<file path="config.mk">
export PLATFORM = sky130hd
export DESIGN_NAME = substring_replace_stream
export DESIGN_NICKNAME = d
export VERILOG_FILES = /design/src/hdl/srs_pkg.sv /design/src/hdl/srs_emit.sv /design/src/hdl/substring_replace_stream.sv
export SDC_FILE = /design/constraint.sdc
export NUM_CORES = 1
export LEC_CHECK = 0
export BUFFER_PORTS_ARGS = -buffer_cell sky130_fd_sc_hd__buf_2
export CORE_MARGIN = 2
export CORE_UTILIZATION = 45
export DETAILED_ROUTE_END_ITERATION = 8
export HOLD_SLACK_MARGIN = 0.02
export PLACE_DENSITY = 0.61
export RECOVER_POWER = 25
export REMOVE_ABC_BUFFERS = 1
export SYNTH_ARGS = -nofsm -noshare
export SYNTH_HDL_FRONTEND = slang
export SYNTH_SLANG_ARGS = --single-unit
</file>
<file path="constraint.sdc">
create_clock -name clk -period 8 [get_ports clk]
set_input_delay 1.2 -clock clk [delete_from_list [all_inputs] [get_ports clk]]
set_output_delay 1.2 -clock clk [all_outputs]
set_load 0.05 [all_outputs]
</file>
<file path="src/hdl/srs_pkg.sv">
package srs_pkg;

	localparam int MAX_PATTERN     = 8;
	localparam int MAX_REPLACEMENT = 8;
	localparam int CFG_DATA_W      = 64;
	localparam int CFG_INDEX_W     = 2;
	localparam int LEN_W           = 4;
	localparam int MAX_RESULTS     = 8;

	typedef enum logic [CFG_INDEX_W-1:0] {
		REG_PATTERN_BYTES      = 2'd0,
		REG_PATTERN_LENGTH     = 2'd1,
		REG_REPLACEMENT_BYTES  = 2'd2,
		REG_REPLACEMENT_LENGTH = 2'd3
	} cfg_reg_t;

	// One accepted text byte turns into this group of result beats.
	typedef struct packed {
		logic [MAX_RESULTS-1:0][7:0] bytes;
		logic [LEN_W-1:0]            count;
		logic                        last;
		logic                        present;
	} emit_t;

endpackage

</file>
<file path="src/hdl/srs_emit.sv">
module srs_emit (
	input  logic          clk,
	input  logic          arst_n,
	input  logic          load,
	input  srs_pkg::emit_t load_data,
	output logic          can_load,
	output logic          result_valid,
	input  logic          result_ready,
	output logic [7:0]    out_byte,
	output logic          byte_present,
	output logic          out_last
);
	import srs_pkg::*;

	logic [MAX_RESULTS-1:0][7:0] bytes_s1;
	logic [LEN_W-1:0]            rem_q;
	logic                        last_s1;
	logic                        present_s1;
	logic                        beat;

	assign beat         = result_valid && result_ready;
	assign result_valid = (rem_q != '0);
	assign can_load     = (rem_q == '0) || ((rem_q == LEN_W'(1)) && result_ready);
	assign out_byte     = bytes_s1[0];
	assign byte_present = present_s1;
	assign out_last     = last_s1 && (rem_q == LEN_W'(1));

	always_ff @(posedge clk or negedge arst_n) begin
		if (!arst_n) begin
			rem_q <= '0;
		end else if (load) begin
			rem_q <= load_data.count;
		end else if (beat) begin
			rem_q <= rem_q - LEN_W'(1);
		end
	end

	// The byte vector shifts down one place per beat so the head is always at index 0.
	always_ff @(posedge clk) begin
		if (load) begin
			bytes_s1   <= load_data.bytes;
			last_s1    <= load_data.last;
			present_s1 <= load_data.present;
		end else if (beat) begin
			for (int i = 0; i < MAX_RESULTS - 1; i++) begin
				bytes_s1[i] <= bytes_s1[i+1];
			end
		end
	end

	a_load_when_free: assert property (@(posedge clk) disable iff (!arst_n)
		load |-> ((rem_q == '0) || ((rem_q == LEN_W'(1)) && result_ready)))
		else $error("group loaded over pending beats");

	a_stall_holds: assert property (@(posedge clk) disable iff (!arst_n)
		(result_valid && !result_ready) |=> ($stable(rem_q) && $stable(bytes_s1[0])))
		else $error("stalled beat changed");

	a_marker_alone: assert property (@(posedge clk) disable iff (!arst_n)
		(result_valid && !byte_present) |-> (out_last && (rem_q == LEN_W'(1))))
		else $error("end marker not a lone final beat");

endmodule

</file>
<file path="src/hdl/substring_replace_stream.sv">
// The first result beat of a text byte is offered in the cycle after that byte is accepted.
// Throughput: one text byte per cycle while each byte yields at most one beat and result_ready is
// high; a byte that yields several beats (replacement or final flush) holds the input until its last
// beat is taken, since the single output register sends one beat per cycle.
// Reset clears the window count and the pending beat count of the output register and sets the
// configuration registers to their defaults; the window bytes and held output bytes are not reset.
module substring_replace_stream (
	input  logic                            clk,
	input  logic                            arst_n,
	input  logic                            cfg_we,
	input  logic [srs_pkg::CFG_INDEX_W-1:0] cfg_index,
	input  logic [srs_pkg::CFG_DATA_W-1:0]  cfg_data,
	input  logic                            text_valid,
	output logic                            text_ready,
	input  logic [7:0]                      text_byte,
	input  logic                            text_last,
	output logic                            result_valid,
	input  logic                            result_ready,
	output logic [7:0]                      out_byte,
	output logic                            byte_present,
	output logic                            out_last
);
	import srs_pkg::*;

	logic [MAX_PATTERN-1:0][7:0]     pat_q;
	logic [MAX_REPLACEMENT-1:0][7:0] repl_q;
	logic [LEN_W-1:0]                plen_raw_q;
	logic [LEN_W-1:0]                rlen_raw_q;
	logic [MAX_PATTERN-1:0][7:0]     win_q;
	logic [LEN_W-1:0]                cnt_q;

	logic [LEN_W-1:0]            plen;
	logic [LEN_W-1:0]            rlen;
	logic [LEN_W-1:0]            wc;
	logic [LEN_W-1:0]            nc;
	logic [MAX_PATTERN-1:0][7:0] w;
	logic [MAX_PATTERN-1:0][7:0] w_shift;
	logic                        full;
	logic                        match;
	logic                        accept;
	logic                        can_load;
	emit_t                       grp;
	logic [LEN_W-1:0]            cnt_next;

	assign accept     = text_valid && text_ready;
	assign text_ready = can_load;

	always_comb begin
		if (plen_raw_q == '0) begin
			plen = LEN_W'(1);
		end else if (plen_raw_q > LEN_W'(MAX_PATTERN)) begin
			plen = LEN_W'(MAX_PATTERN);
		end else begin
			plen = plen_raw_q;
		end
		rlen = (rlen_raw_q > LEN_W'(MAX_REPLACEMENT)) ? LEN_W'(MAX_REPLACEMENT) : rlen_raw_q;
	end

	always_comb begin
		wc = (cnt_q >= plen) ? '0 : cnt_q;
		nc = wc + LEN_W'(1);
		full = (nc == plen);
		for (int i = 0; i < MAX_PATTERN; i++) begin
			w[i] = (wc == LEN_W'(i)) ? text_byte : win_q[i];
		end
		for (int i = 0; i < MAX_PATTERN - 1; i++) begin
			w_shift[i] = w[i+1];
		end
		w_shift[MAX_PATTERN-1] = w[MAX_PATTERN-1];
		match = full;
		for (int i = 0; i < MAX_PATTERN; i++) begin
			if ((LEN_W'(i) < plen) && (w[i] != pat_q[i])) begin
				match = 1'b0;
			end
		end
	end

	// A released byte on the final beat is followed by the whole remaining window, so the
	// group is simply the updated window in order.
	always_comb begin
		grp.last    = text_last;
		grp.present = 1'b1;
		grp.bytes   = w;
		grp.count   = '0;
		cnt_next    = nc;
		if (match) begin
			grp.bytes = repl_q;
			grp.count = rlen;
			cnt_next  = '0;
		end else if (text_last) begin
			grp.count = nc;
			cnt_next  = '0;
		end else if (full) begin
			grp.count = LEN_W'(1);
			cnt_next  = wc;
		end
		if (text_last && (grp.count == '0)) begin
			grp.bytes   = '0;
			grp.count   = LEN_W'(1);
			grp.present = 1'b0;
		end
	end

	always_ff @(posedge clk or negedge arst_n) begin
		if (!arst_n) begin
			pat_q      <= '0;
			repl_q     <= '0;
			plen_raw_q <= LEN_W'(1);
			rlen_raw_q <= '0;
			cnt_q      <= '0;
		end else begin
			if (cfg_we) begin
				case (cfg_reg_t'(cfg_index))
					REG_PATTERN_BYTES: begin
						pat_q <= cfg_data;
					end
					REG_PATTERN_LENGTH: begin
						plen_raw_q <= cfg_data[LEN_W-1:0];
						cnt_q      <= '0;
					end
					REG_REPLACEMENT_BYTES: begin
						repl_q <= cfg_data;
					end
					REG_REPLACEMENT_LENGTH: begin
						rlen_raw_q <= cfg_data[LEN_W-1:0];
					end
					default: begin
					end
				endcase
			end
			if (accept) begin
				cnt_q <= cnt_next;
			end
		end
	end

	always_ff @(posedge clk) begin
		if (accept && !match && !text_last) begin
			win_q <= full ? w_shift : w;
		end
	end

	srs_emit u_emit (
		.clk          (clk),
		.arst_n       (arst_n),
		.load         (accept && (grp.count != '0)),
		.load_data    (grp),
		.can_load     (can_load),
		.result_valid (result_valid),
		.result_ready (result_ready),
		.out_byte     (out_byte),
		.byte_present (byte_present),
		.out_last     (out_last)
	);

	a_count_below_len: assert property (@(posedge clk) disable iff (!arst_n)
		(accept && !cfg_we) |=> (cnt_q < plen))
		else $error("window count reached pattern length");

	a_last_clears: assert property (@(posedge clk) disable iff (!arst_n)
		(accept && text_last) |=> (cnt_q == '0))
		else $error("window not cleared after final byte");

	a_last_emits: assert property (@(posedge clk) disable iff (!arst_n)
		(accept && text_last) |=> result_valid)
		else $error("final byte produced no result");

endmodule

</file>
==> reports/results.ini, run 1 <==
[status]
status = complete, but fails checks
violations = max-capacitance violations, max-slew violations

[worst_setup_path]
critical_path_buf_inv_count = 5
crit_end = win_q[62]
rrSetupSlack_ns = 1.18
r2r_end = win_q[62]
endpoint_kind = flip-flop
cp_common_cell = inv_1
worst_path_largest_cell_delay_ns = 0.86
cp_cell_sequence = inv_1 -> nand2_1 -> ha_1 -> o211ai_1 -> or2_2 -> nand3_1 -> inv_1 -> ha_1 -> inv_1 -> o311ai_0 -> xor2_1 -> nor4_1 -> nand4_1 -> o32ai_2 -> o2111ai_4 -> buf_4 -> and3_2 -> buf_4
crit_required_ns = 8.18
cp_max_fo = 64
path_class = flip-flop to flip-flop
crit_slowest_cell = o311ai_0
critPathLaunchType = flip-flop
crit_family = compound AO/OA/AOI/OAI gates
cp.depth = 18
r2r_cells = 18
critPathArrivalTime_ns = 7.00
r2r_start = plen_raw_q[3]
crit_start = plen_raw_q[3]

[drt]
wirelength_mm = 37.7
drt-initial-drc-count = 714
detail-route-antenna-nets = 0
drtPass1Iterations = 5
routed-via-count = 10111
wl_per_cell_um = 22.2
viasPerCell = 5.94
drcViolationCount = 0

[yosys]
synth-warning-count = 0
synth_top_area_cell = edfxtp_1
yosys-top-cells-count = dfrtp_1, mux2_2, edfxtp_1
syn_inst = 1210
ys_async_sr_fraction_pct = 52.6
synth.distinct_cells = 68
yosysMostFrequentCell = dfrtp_1
synth-seq-area-share_pct = 52.8
ys_top_cells_by_area = edfxtp_1, dfrtp_1, mux2_2
syn_area_per_cell_um2 = 11.8
synth_top_area_share_pct = 27.5
ys.flop_type = dfrtp_1
synth_area_um2 = 14200
ys_ff_latch = 274
synth_edf_count = 130

[timing]
setup_tns_ns = 0
maxSlewHeadroom_pct = -223
period_share_pct = 85.2
hold_viol = 0
rsz0062_at_grt = no
worst_hold_slack_ns = 0.504
fmax_ghz = 0.147
worstMarginPinSlew_ns = 4.84
post-route-min-period_ns = 6.82
setup_viol = 0
slew_violations = 286
finalClockSkew_ns = 0.0109

[final_layout]
drive_above_1_share_pct = 24.2
fin_nets = 1364
fin_util_pct = 50.9
fillCellCount = 2774
fin_cells = 1701
area_delta_synth_final_pct = 12.0

[power]
seqPwrFrac_pct = 43.7
power.switching_mw = 1.50
p_comb_share_pct = 27.0
p_leak_nw = 6.69
clkPwrFrac_pct = 29.3
swShare_pct = 32.2
p_int_mw = 3.17
power_per_cell_area_nw_per_um2 = 293
vdd_drop_max_mv = 0.194

[clock_network]
clockRootBuffer = clkbuf_16
cts_setup_buffers = 0
clkTransAtPathRegs_ns = 0.06
clock-sinks = 274
cts-hold-fix-buffers = 0
clk_latency_ns = 0.56
cts_made_buffers = 30
ctsResizeCount = 0
clockBufferDepth = 3
cts_max_level = 1
cts_tree = built

[floorplan]
coreArea_um2 = 31300
die_area_um2 = 33000
rows = 65
start_util_pct = 45.4
ios = 92
die_x_um = 182
die-height_um = 182

[global_route]
antenna_found_initial = 0
grt_pass1_vias = 10135
overflow = 0
grt_usage_pct = 22.7
grt_max_degree = 81
grt_pass1_wl_mm = 58.0

[placement]
gp_congestion = 0.911
hpwlAfterDp_mm = 24.9
port_buffers = 91
dp.cells = 1644

[flow_run]
maxCapViolations = 4

[hold_path]
hold_class = flip-flop to flip-flop

[flip-flops by register name (all words and copies together), names as in the netlist]
name and flops:
u_emit.out_byte 8, repl_q 64, u_emit.last_s1 1, cnt_q 4
plen_raw_q 4, rlen_raw_q 4, u_emit.byte_present 1, u_emit.rem_q 4
u_emit.bytes_s1 56, win_q 64, pat_q 64
[cells in the final DEF (no fill, tap or decap), drive strengths merged, types with 11 or more instances in the layout]
| cell type | count |
|---|---|
| a21oi | 57 |
| o2111ai | 24 |
| clkbuf | 52 |
| xor2 | 45 |
| o211ai | 13 |
| dfrtp | 143 |
| nor4 | 13 |
| inv | 56 |
| o311ai | 16 |
| o2bb2ai | 47 |
| mux2i | 71 |
| o22ai | 23 |
| nor3 | 12 |
| a31oi | 12 |
| buf | 109 |
| nand2 | 65 |
| o21ai | 33 |
| nor2 | 104 |
| nand3 | 17 |
| mux2 | 132 |
| and3 | 11 |
| and2 | 12 |
| edfxtp | 130 |
| xnor2 | 15 |
[routing by layer]
metal	vias up	GRT usage, %	wire length (um)
li1	4645	-	-
met3	76	2.73	2230
met5	-	0	0
met2	378	38.4	18200
met4	0	7.64	1230
met1	5012	30.3	16000
[stage by stage]
stage | power [mW] | setup slack (ns) | area [um2]
after floorplan | 2.89 | -4.90 | 13800
after CTS | 4.70 | 1.23 | 16000
after global placement | 3.29 | 1.46 | 15000
after global routing | 4.90 | 0.738 | 15900
after detailed placement | 3.32 | 1.28 | 15000
final | 4.67 | 1.18 | 15900
[cell type report]
class                   instances  area, um2  share of cell area, %
clock inverters                11        106                  0.668
repair buffers                116        641                   4.02
well taps                     402        503                   3.16
multi-input cells             797       6090                   38.2
inverters                      55        206                   1.30
clock buffers                  45        870                   5.46
flip-flops and latches        274       7510                   47.1
diodes                          1       2.50                 0.0157
[how the worst min path moves through the flow]
stage                     depth (start not counted)  startpoint  slack [ns]    endpoint
after global routing                              1  repl_q[21]        0.52  repl_q[21]
final                                             1  repl_q[18]        0.50  repl_q[18]
after floorplan                                   1   repl_q[0]        0.48   repl_q[0]
after detailed placement                          1  repl_q[18]        0.49  repl_q[18]
after CTS                                         1  repl_q[18]        0.51  repl_q[18]
after global placement                            1  repl_q[21]        0.49  repl_q[21]
[cells by family (layout without fill, tap and decap cells)]
logic type	after synthesis	in the layout	synth area share [%]
simple gates	261	261	8.40
other cells	0	1	0
mux	203	203	15.4
fa+ha+maj	10	10	0.880
buf+inv	139	227	4.61
compound gates	262	262	14.0
flops	274	274	52.8
xor+xnor	61	61	3.85
[power by group through the flow]
stage	combinational, mW	clock (mW)	sequential (mW)
6_report	1.26	1.37	2.04
5_1_grt	1.37	1.46	2.07
4_1_cts	1.26	1.40	2.04
3_5_place_dp	1.25	0	2.06
3_3_place_gp	1.23	0	2.06
2_1_floorplan	0.821	0	2.07
Note: power is estimated with default switching activity, not from simulation.
==> inputs of run 2 (changes only) <==
- REMOVE_ABC_BUFFERS: 1 -> default
- SYNTH_HIERARCHICAL: default -> 1
==> run 2 against run 1 <==
Compared with the run above: the run still ends with max-capacitance violations, max-slew violations left; cell count rose by 1.8%; total power up 9.6%; clock power up 14%; clock-buffer cell count increased by 10; combinational power is 15% higher; highest routed layer unchanged.
==> reports/results.ini, run 2 <==
[timing]
rsz0062_at_grt = no  ; unchanged
fmax_ghz = 0.141  ; was 0.147 GHz
hold_viol = 0  ; unchanged
slew_violations = 158  ; was 286
maxSlewHeadroom_pct = -242  ; was -223%
setup_tns_ns = 0  ; unchanged
period_share_pct = 88.8  ; was 85.2%
setup_viol = 0  ; unchanged
fin_ws_ns = 0.893  ; was 1.18 ns
post-route-min-period_ns = 7.11  ; was 6.82 ns
worstMarginPinSlew_ns = 5.13  ; was 4.84 ns
finalClockSkew_ns = 0.00966  ; was 0.0109 ns

[yosys]
yosys-top-cells-count = mux2_2, nor2_1, dfrtp_1  ; was dfrtp_1, mux2_2, edfxtp_1
synth.distinct_cells = 61  ; was 68
syn_area_per_cell_um2 = 11.8  ; about the same
ys_ff_latch = 274  ; unchanged
ys_top_cells_by_area = edfxtp_1, dfrtp_1, mux2_2  ; unchanged
synth-seq-area-share_pct = 51.4  ; was 52.8%
ys.flop_type = dfrtp_1  ; unchanged
synth_edf_count = 130  ; unchanged
syn_inst = 1242  ; was 1210
syn_nets = 1332
synth-warning-count = 6  ; was 0
synth_area_um2 = 14600  ; was 14200 um2
ys_async_sr_fraction_pct = 52.6  ; unchanged
synth_top_area_share_pct = 26.7  ; was 27.5%
yosysMostFrequentCell = mux2_2  ; was dfrtp_1
synth_top_area_cell = edfxtp_1  ; unchanged

[placement]
place_ws_ns = 1.01  ; was 1.28 ns
port_buffers = 91  ; unchanged
hpwlAfterDp_mm = 25.9  ; was 24.9 mm
gp_congestion = 0.872  ; was 0.911
dp.cells = 1670  ; was 1644

[floorplan]
ios = 92  ; unchanged
die_area_um2 = 33900  ; was 33000 um2
rows = 65  ; unchanged
die_x_um = 184  ; was 182 um
die-height_um = 184  ; was 182 um
start_util_pct = 46.0  ; was 45.4%
coreArea_um2 = 31700  ; was 31300 um2

[clock_network]
cts_made_buffers = 34  ; was 30
ctsResizeCount = 0  ; unchanged
cts_max_level = 2  ; was 1
clkTransAtPathRegs_ns = 0.06  ; about the same
cts-hold-fix-buffers = 0  ; unchanged
cts_setup_buffers = 0  ; unchanged
clockRootBuffer = clkbuf_16  ; unchanged
clk_latency_ns = 0.50  ; was 0.56 ns
clock-sinks = 274  ; unchanged
cts_tree = built  ; unchanged
clockBufferDepth = 3  ; unchanged

[global_route]
antenna_found_initial = 0  ; unchanged
grt_usage_pct = 23.1  ; was 22.7%
grt_pass1_wl_mm = 59.1  ; was 58.0 mm
overflow = 0  ; unchanged
grt_max_degree = 92  ; was 81
grt_pass1_vias = 9976  ; was 10.1k

[worst_setup_path]
worst_path_largest_cell_delay_ns = 0.64  ; was 0.86 ns
critPathLaunchType = flip-flop  ; unchanged
crit_required_ns = 8.15  ; was 8.18 ns
endpoint_kind = flip-flop  ; unchanged
critPathArrivalTime_ns = 7.26  ; was 7.00 ns
path_class = flip-flop to flip-flop  ; unchanged
crit_family = simple AND/OR/NAND/NOR gates  ; was compound AO/OA/AOI/OAI gates
cp_max_fo = 56  ; was 64
critical_path_buf_inv_count = 3  ; was 5
crit_slowest_cell = nor3b_4  ; was o311ai_0
cp_cell_sequence = nor2_1 -> nor2_1 -> ha_1 -> nor3b_4 -> o21a_1 -> nand2_1 -> inv_1 -> ha_1 -> nand2_1 -> mux2i_1 -> xor2_1 -> nand4_1 -> nor4_2 -> o211ai_1 -> a2111oi_4 -> a21oi_1 -> o21ba_4 -> inv_1 -> o21ai_4 -> buf_4  ; was inv_1 -> nand2_1 -> ha_1 -> o211ai_1 -> or2_2 -> nand3_1 -> inv_1 -> ha_1 -> inv_1 -> o311ai_0 -> xor2_1 -> nor4_1 -> nand4_1 -> o32ai_2 -> o2111ai_4 -> buf_4 -> and3_2 -> buf_4

[drt]
drcViolationCount = 0  ; unchanged
detail-route-antenna-nets = 0  ; unchanged
wl_per_cell_um = 22.3  ; was 22.2 um
drt-initial-drc-count = 782  ; was 714
wirelength_mm = 38.6  ; was 37.7 mm
drtPass1Iterations = 5  ; unchanged
routed-via-count = 10071  ; about the same
viasPerCell = 5.81  ; was 5.94

[status]
status = complete, but fails checks  ; unchanged
violations = max-capacitance violations, max-slew violations  ; unchanged

[final_layout]
antenna_cells = 0  ; was 1
fillCellCount = 2813  ; was 2774
drive_above_1_share_pct = 30.5  ; was 24.2%
seq_area_um2 = 7510  ; unchanged
final_cell_mix = mux2_2, nor2_1, dfrtp_1  ; was dfrtp_1, mux2_2, edfxtp_1
multiInputGateArea_um2 = 6640  ; was 6090 um2
fin_cells = 1732  ; was 1701
area_delta_synth_final_pct = 12.7  ; was 12.0%
mostFrequentLayoutCell = mux2_2  ; was dfrtp_1
fin_nets = 1394  ; was 1364
reg_top3 = pat_q x64, repl_q x64, win_q x64  ; unchanged

[power]
power.switching_mw = 1.65  ; was 1.50 mW
seqPwrFrac_pct = 41.3  ; was 43.7%
p_comb_share_pct = 28.3  ; was 27.0%
p_int_mw = 3.47  ; was 3.17 mW
swShare_pct = 32.2  ; about the same
p_leak_nw = 6.38  ; was 6.69 nW
clkPwrFrac_pct = 30.5  ; was 29.3%
vdd_drop_max_mv = 0.148  ; was 0.194 mV
power_per_cell_area_nw_per_um2 = 311  ; was 293 nW/um2

[flow_run]
maxCapViolations = 3  ; was 4

[hold_path]
hold_class = flip-flop to flip-flop  ; unchanged

-- run 2: cell count changes after synthesis, moves of 10 or more --
| cell | previous run | this run |
|---|---|---|
| o311ai_0 | 10 | 0 |
| o21ai_0 | 30 | 16 |
| or2_2 | 1 | 14 |
| o2bb2ai_1 | 47 | 0 |
| and3_1 | 11 | 1 |
| inv_1 | 53 | 19 |
| mux2_2 | 132 | 223 |
| xnor2_1 | 15 | 54 |
| nor2_1 | 104 | 160 |
-- run 2: worst reg2reg max path, delay by kind of cell (launching register included) --
| family | cells | cell delay (ns) |
|---|---|---|
| adder cells (fa/ha/maj) | 2 | 0.76 |
| flip-flops | 1 | 0.56 |
| XOR/XNOR | 1 | 0.19 |
| AO/OA/AOI/OAI | 6 | 1.75 |
| multiplexers | 1 | 0.56 |
| AND/OR/NAND/NOR | 7 | 2.13 |
| buffers and inverters | 3 | 0.79 |
-- run 2: metrics by stage --
| step | hold WS, ns | util, % | total power, mW | instance area, um2 |
|---|---|---|---|---|
| 3_3_place_gp | 0.488 | 48.3 | 3.55 | 15300 |
| 2_1_floorplan | 0.479 | - | 3.17 | 14600 |
| 3_5_place_dp | 0.493 | 48.3 | 3.58 | 15300 |
| 4_1_cts | 0.506 | 51.9 | 5.14 | 16500 |
| 5_1_grt | 0.523 | 51.9 | 5.38 | 16500 |
| 6_report | 0.506 | 51.9 | 5.12 | 16500 |
-- run 2: power groups by stage --
stage | clock network (mW) | registers (mW) | logic, mW
2_1_floorplan | 0 | 2.05 | 1.12
3_3_place_gp | 0 | 2.14 | 1.42
3_5_place_dp | 0 | 2.14 | 1.44
4_1_cts | 1.58 | 2.11 | 1.45
5_1_grt | 1.65 | 2.14 | 1.58
6_report | 1.56 | 2.11 | 1.45
-- run 2: final timing paths --
| kind | slack, ns | endpoint | depth (start not counted) | from |
|---|---|---|---|---|
| worst max-delay path | 0.89 | u_emit/bytes_s1[16] | 20 | plen_raw_q[0] |
| min in group asynchronous | 2.55 | pat_q[7] | 1 | arst_n |
| worst min register to register | 0.51 | repl_q[31] | 1 | repl_q[31] |
| max in group asynchronous | 2.53 | pat_q[33] | 1 | arst_n |
| worst max register to register | 0.89 | u_emit/bytes_s1[16] | 20 | plen_raw_q[0] |
| worst min-delay path | 0.51 | repl_q[31] | 1 | repl_q[31] |
-- run 2: cell families after synthesis --
| kind of cell | share of synthesized area [%] |
|---|---|
| flip-flops | 51.4 |
| buffers and inverters | 3.41 |
| AO/OA/AOI/OAI | 7.11 |
| XOR/XNOR | 5.57 |
| multiplexers | 21.9 |
| adder cells (fa/ha/maj) | 0.857 |
| AND/OR/NAND/NOR | 9.69 |
-- run 2: routing by layer --
layer / wire, um / share of wire [%] / track usage (%)
met2: 17900 / 46 / 36.8
met3: 2190 / 5.7 / 3.14
met5: 0 / 0 / 0
met4: 1360 / 3.5 / 8.86
met1: 17200 / 44 / 32.0
-- run 2: final cells by class --
type	instances	area share, %
clock inverters	7	0.509
clock buffers	55	6.46
multi-input cells	867	40.4
repair buffers	108	3.54
flip-flops and latches	274	45.6
inverters	19	0.433
well taps	402	3.06
==> inputs of run 3 (changes only) <==
- PLACE_DENSITY: 0.61 -> default
==> run 3 against run 2 <==
Compared with the run above: the run still ends with max-capacitance violations, max-slew violations left; clock-buffer cell count fell by 11; critical path depth rose by 1; final area fell by 0.74%; non-clock buffer count grew 2; sequential share of layout area rose by 0.34 points; die area unchanged; largest cell class unchanged.
==> reports/results.ini, run 3 (same netlist as run 2, synthesis figures left out) <==
[status]
status = complete, but fails checks  ; unchanged
violations = max-capacitance violations, max-slew violations  ; unchanged

[final_layout]
fin_util_pct = 51.5  ; was 51.9%
final_cell_mix = mux2_2, nor2_1, dfrtp_1  ; unchanged
multiInputGateArea_um2 = 6640  ; unchanged
drive_above_1_share_pct = 30.7  ; was 30.5%
seq_area_um2 = 7510  ; unchanged
fin_nets = 1393  ; was 1394
fillCellCount = 2854  ; was 2813
reg_top3 = pat_q x64, repl_q x64, win_q x64  ; unchanged
final_area_um2 = 16300  ; was 16500 um2
antenna_cells = 0  ; unchanged
mostFrequentLayoutCell = mux2_2  ; unchanged
area_delta_synth_final_pct = 11.9  ; was 12.7%
fin_cells = 1729  ; was 1732

[timing]
rsz0062_at_grt = no  ; unchanged
fmax_ghz = 0.145  ; was 0.141 GHz
setup_tns_ns = 0  ; unchanged
finalClockSkew_ns = 0.0103  ; was 0.00966 ns
maxSlewHeadroom_pct = -189  ; was -242%
post-route-min-period_ns = 6.92  ; was 7.11 ns
period_share_pct = 86.5  ; was 88.8%
slew_violations = 144  ; was 158
hold_viol = 0  ; unchanged
fin_ws_ns = 1.08  ; was 0.893 ns
setup_viol = 0  ; unchanged
worstMarginPinSlew_ns = 4.34  ; was 5.13 ns

[global_route]
overflow = 0  ; unchanged
grt_util_met3_pct = 2.79  ; was 3.14%
antenna_found_initial = 0  ; unchanged
met1_usage_pct = 33.4  ; was 32.0%
grt_pass1_vias = 9695  ; was 9976
busiest_layer = met2  ; unchanged
grt_max_degree = 92  ; unchanged
grt_usage_pct = 22.9  ; was 23.1%
grt_use_met2_pct = 36.3  ; was 36.8%
grt_pass1_wl_mm = 59.1  ; about the same

[worst_setup_path]
cp_max_fo = 91  ; was 56
critPathLaunchType = flip-flop  ; unchanged
critPathArrivalTime_ns = 7.23  ; was 7.26 ns
endpoint_kind = flip-flop  ; unchanged
path_class = flip-flop to flip-flop  ; unchanged
crit_required_ns = 8.31  ; was 8.15 ns

[clock_network]
clkTransAtPathRegs_ns = 0.07  ; was 0.06 ns
cts_max_level = 1  ; was 2
cts_setup_buffers = 0  ; unchanged
clockRootBuffer = clkbuf_16  ; unchanged
clk_latency_ns = 0.56  ; was 0.50 ns
cts_tree = built  ; unchanged
ctsResizeCount = 0  ; unchanged
clock-sinks = 274  ; unchanged
cts-hold-fix-buffers = 0  ; unchanged
cts_made_buffers = 31  ; was 34
clockBufferDepth = 3  ; unchanged

[power]
vdd_drop_max_mv = 0.186  ; was 0.148 mV
power_per_cell_area_nw_per_um2 = 305  ; was 311 nW/um2
p_leak_nw = 6.34  ; was 6.38 nW

[placement]
dp.cells = 1672  ; was 1670
gp_congestion = 0.872  ; about the same
hpwlAfterDp_mm = 25.7  ; was 25.9 mm
placed_area_um2 = 15300  ; about the same
port_buffers = 91  ; unchanged
place_ws_ns = 1.08  ; was 1.01 ns

[hold_path]
hold_class = flip-flop to flip-flop  ; unchanged

[floorplan]
die-height_um = 184  ; unchanged
rows = 65  ; unchanged
start_util_pct = 46.0  ; unchanged
ios = 92  ; unchanged
die_area_um2 = 33900  ; unchanged
die_x_um = 184  ; unchanged
coreArea_um2 = 31700  ; unchanged

[flow_run]
maxCapViolations = 3  ; unchanged

[drt]
drt-initial-drc-count = 845  ; was 782
drcViolationCount = 0  ; unchanged
drtPass1Iterations = 6  ; was 5
viasPerCell = 5.75  ; was 5.81
routed-via-count = 9946  ; was 10.1k
wl_per_cell_um = 22.3  ; about the same
detail-route-antenna-nets = 0  ; unchanged
wirelength_mm = 38.6  ; about the same

-- run 3: path summary, 6_finish.rpt --
check                                   start                  end  slack, ns  cells after the start
worst max-delay path            plen_raw_q[0]  u_emit/bytes_s1[46]       1.08                     21
worst min-delay path               repl_q[33]           repl_q[33]       0.51                      1
worst max register to register  plen_raw_q[0]  u_emit/bytes_s1[46]       1.08                     21
worst min register to register     repl_q[33]           repl_q[33]       0.51                      1
max in group asynchronous              arst_n           repl_q[26]       3.26                      2
min in group asynchronous              arst_n      u_emit/rem_q[0]       2.16                      1
-- run 3: metrics by stage --
stage / power, mW / hold WS (ns)
CTS: 5.00 / 0.510
floorplan: 3.17 / 0.479
finish: 4.98 / 0.505
global placement: 3.56 / 0.490
detailed placement: 3.58 / 0.496
global route: 5.22 / 0.532
-- run 3: layout make-up --
class | instances | share of cell area [%]
Sequential cell | 274 | 46.0
Clock inverter | 13 | 0.628
Clock buffer | 44 | 5.55
Multi-Input combinational cell | 867 | 40.7
Tap cell | 402 | 3.08
Timing Repair Buffer | 110 | 3.67
Inverter | 19 | 0.437
-- run 3: per-layer routing --
layer	share of wire (%)	vias to the layer above
met2	46	322
met5	0	-
met3	5.6	64
met4	2.5	0
met1	46	4948
li1	-	4612
-- run 3: power by group --
| part | internal (mW) | switching (mW) | leakage (nW) |
|---|---|---|---|
| combinational | 0.597 | 0.839 | 2.90 |
| sequential | 1.91 | 0.224 | 2.93 |
| clock | 0.821 | 0.588 | 0.507 |
-- run 3: worst max-delay path, stage by stage, from the launching register on --
cell and delay [ns]:
dfstp_2 0.59, nor2_1 0.06, nor2_1 0.17, ha_1 0.30, nor3b_4 0.17, buf_4 0.24, o21a_1 0.33, nand2_1 0.27
inv_1 0.19, ha_1 0.43, nand2_1 0.35, mux2i_1 0.51, xor2_1 0.23, nand4_1 0.22, nor4_2 0.39, o211ai_1 0.22
a2111oi_4 0.46, buf_12 0.49, a31o_2 0.26, buf_4 0.36, nor2_1 0.11, mux2_2 0.28
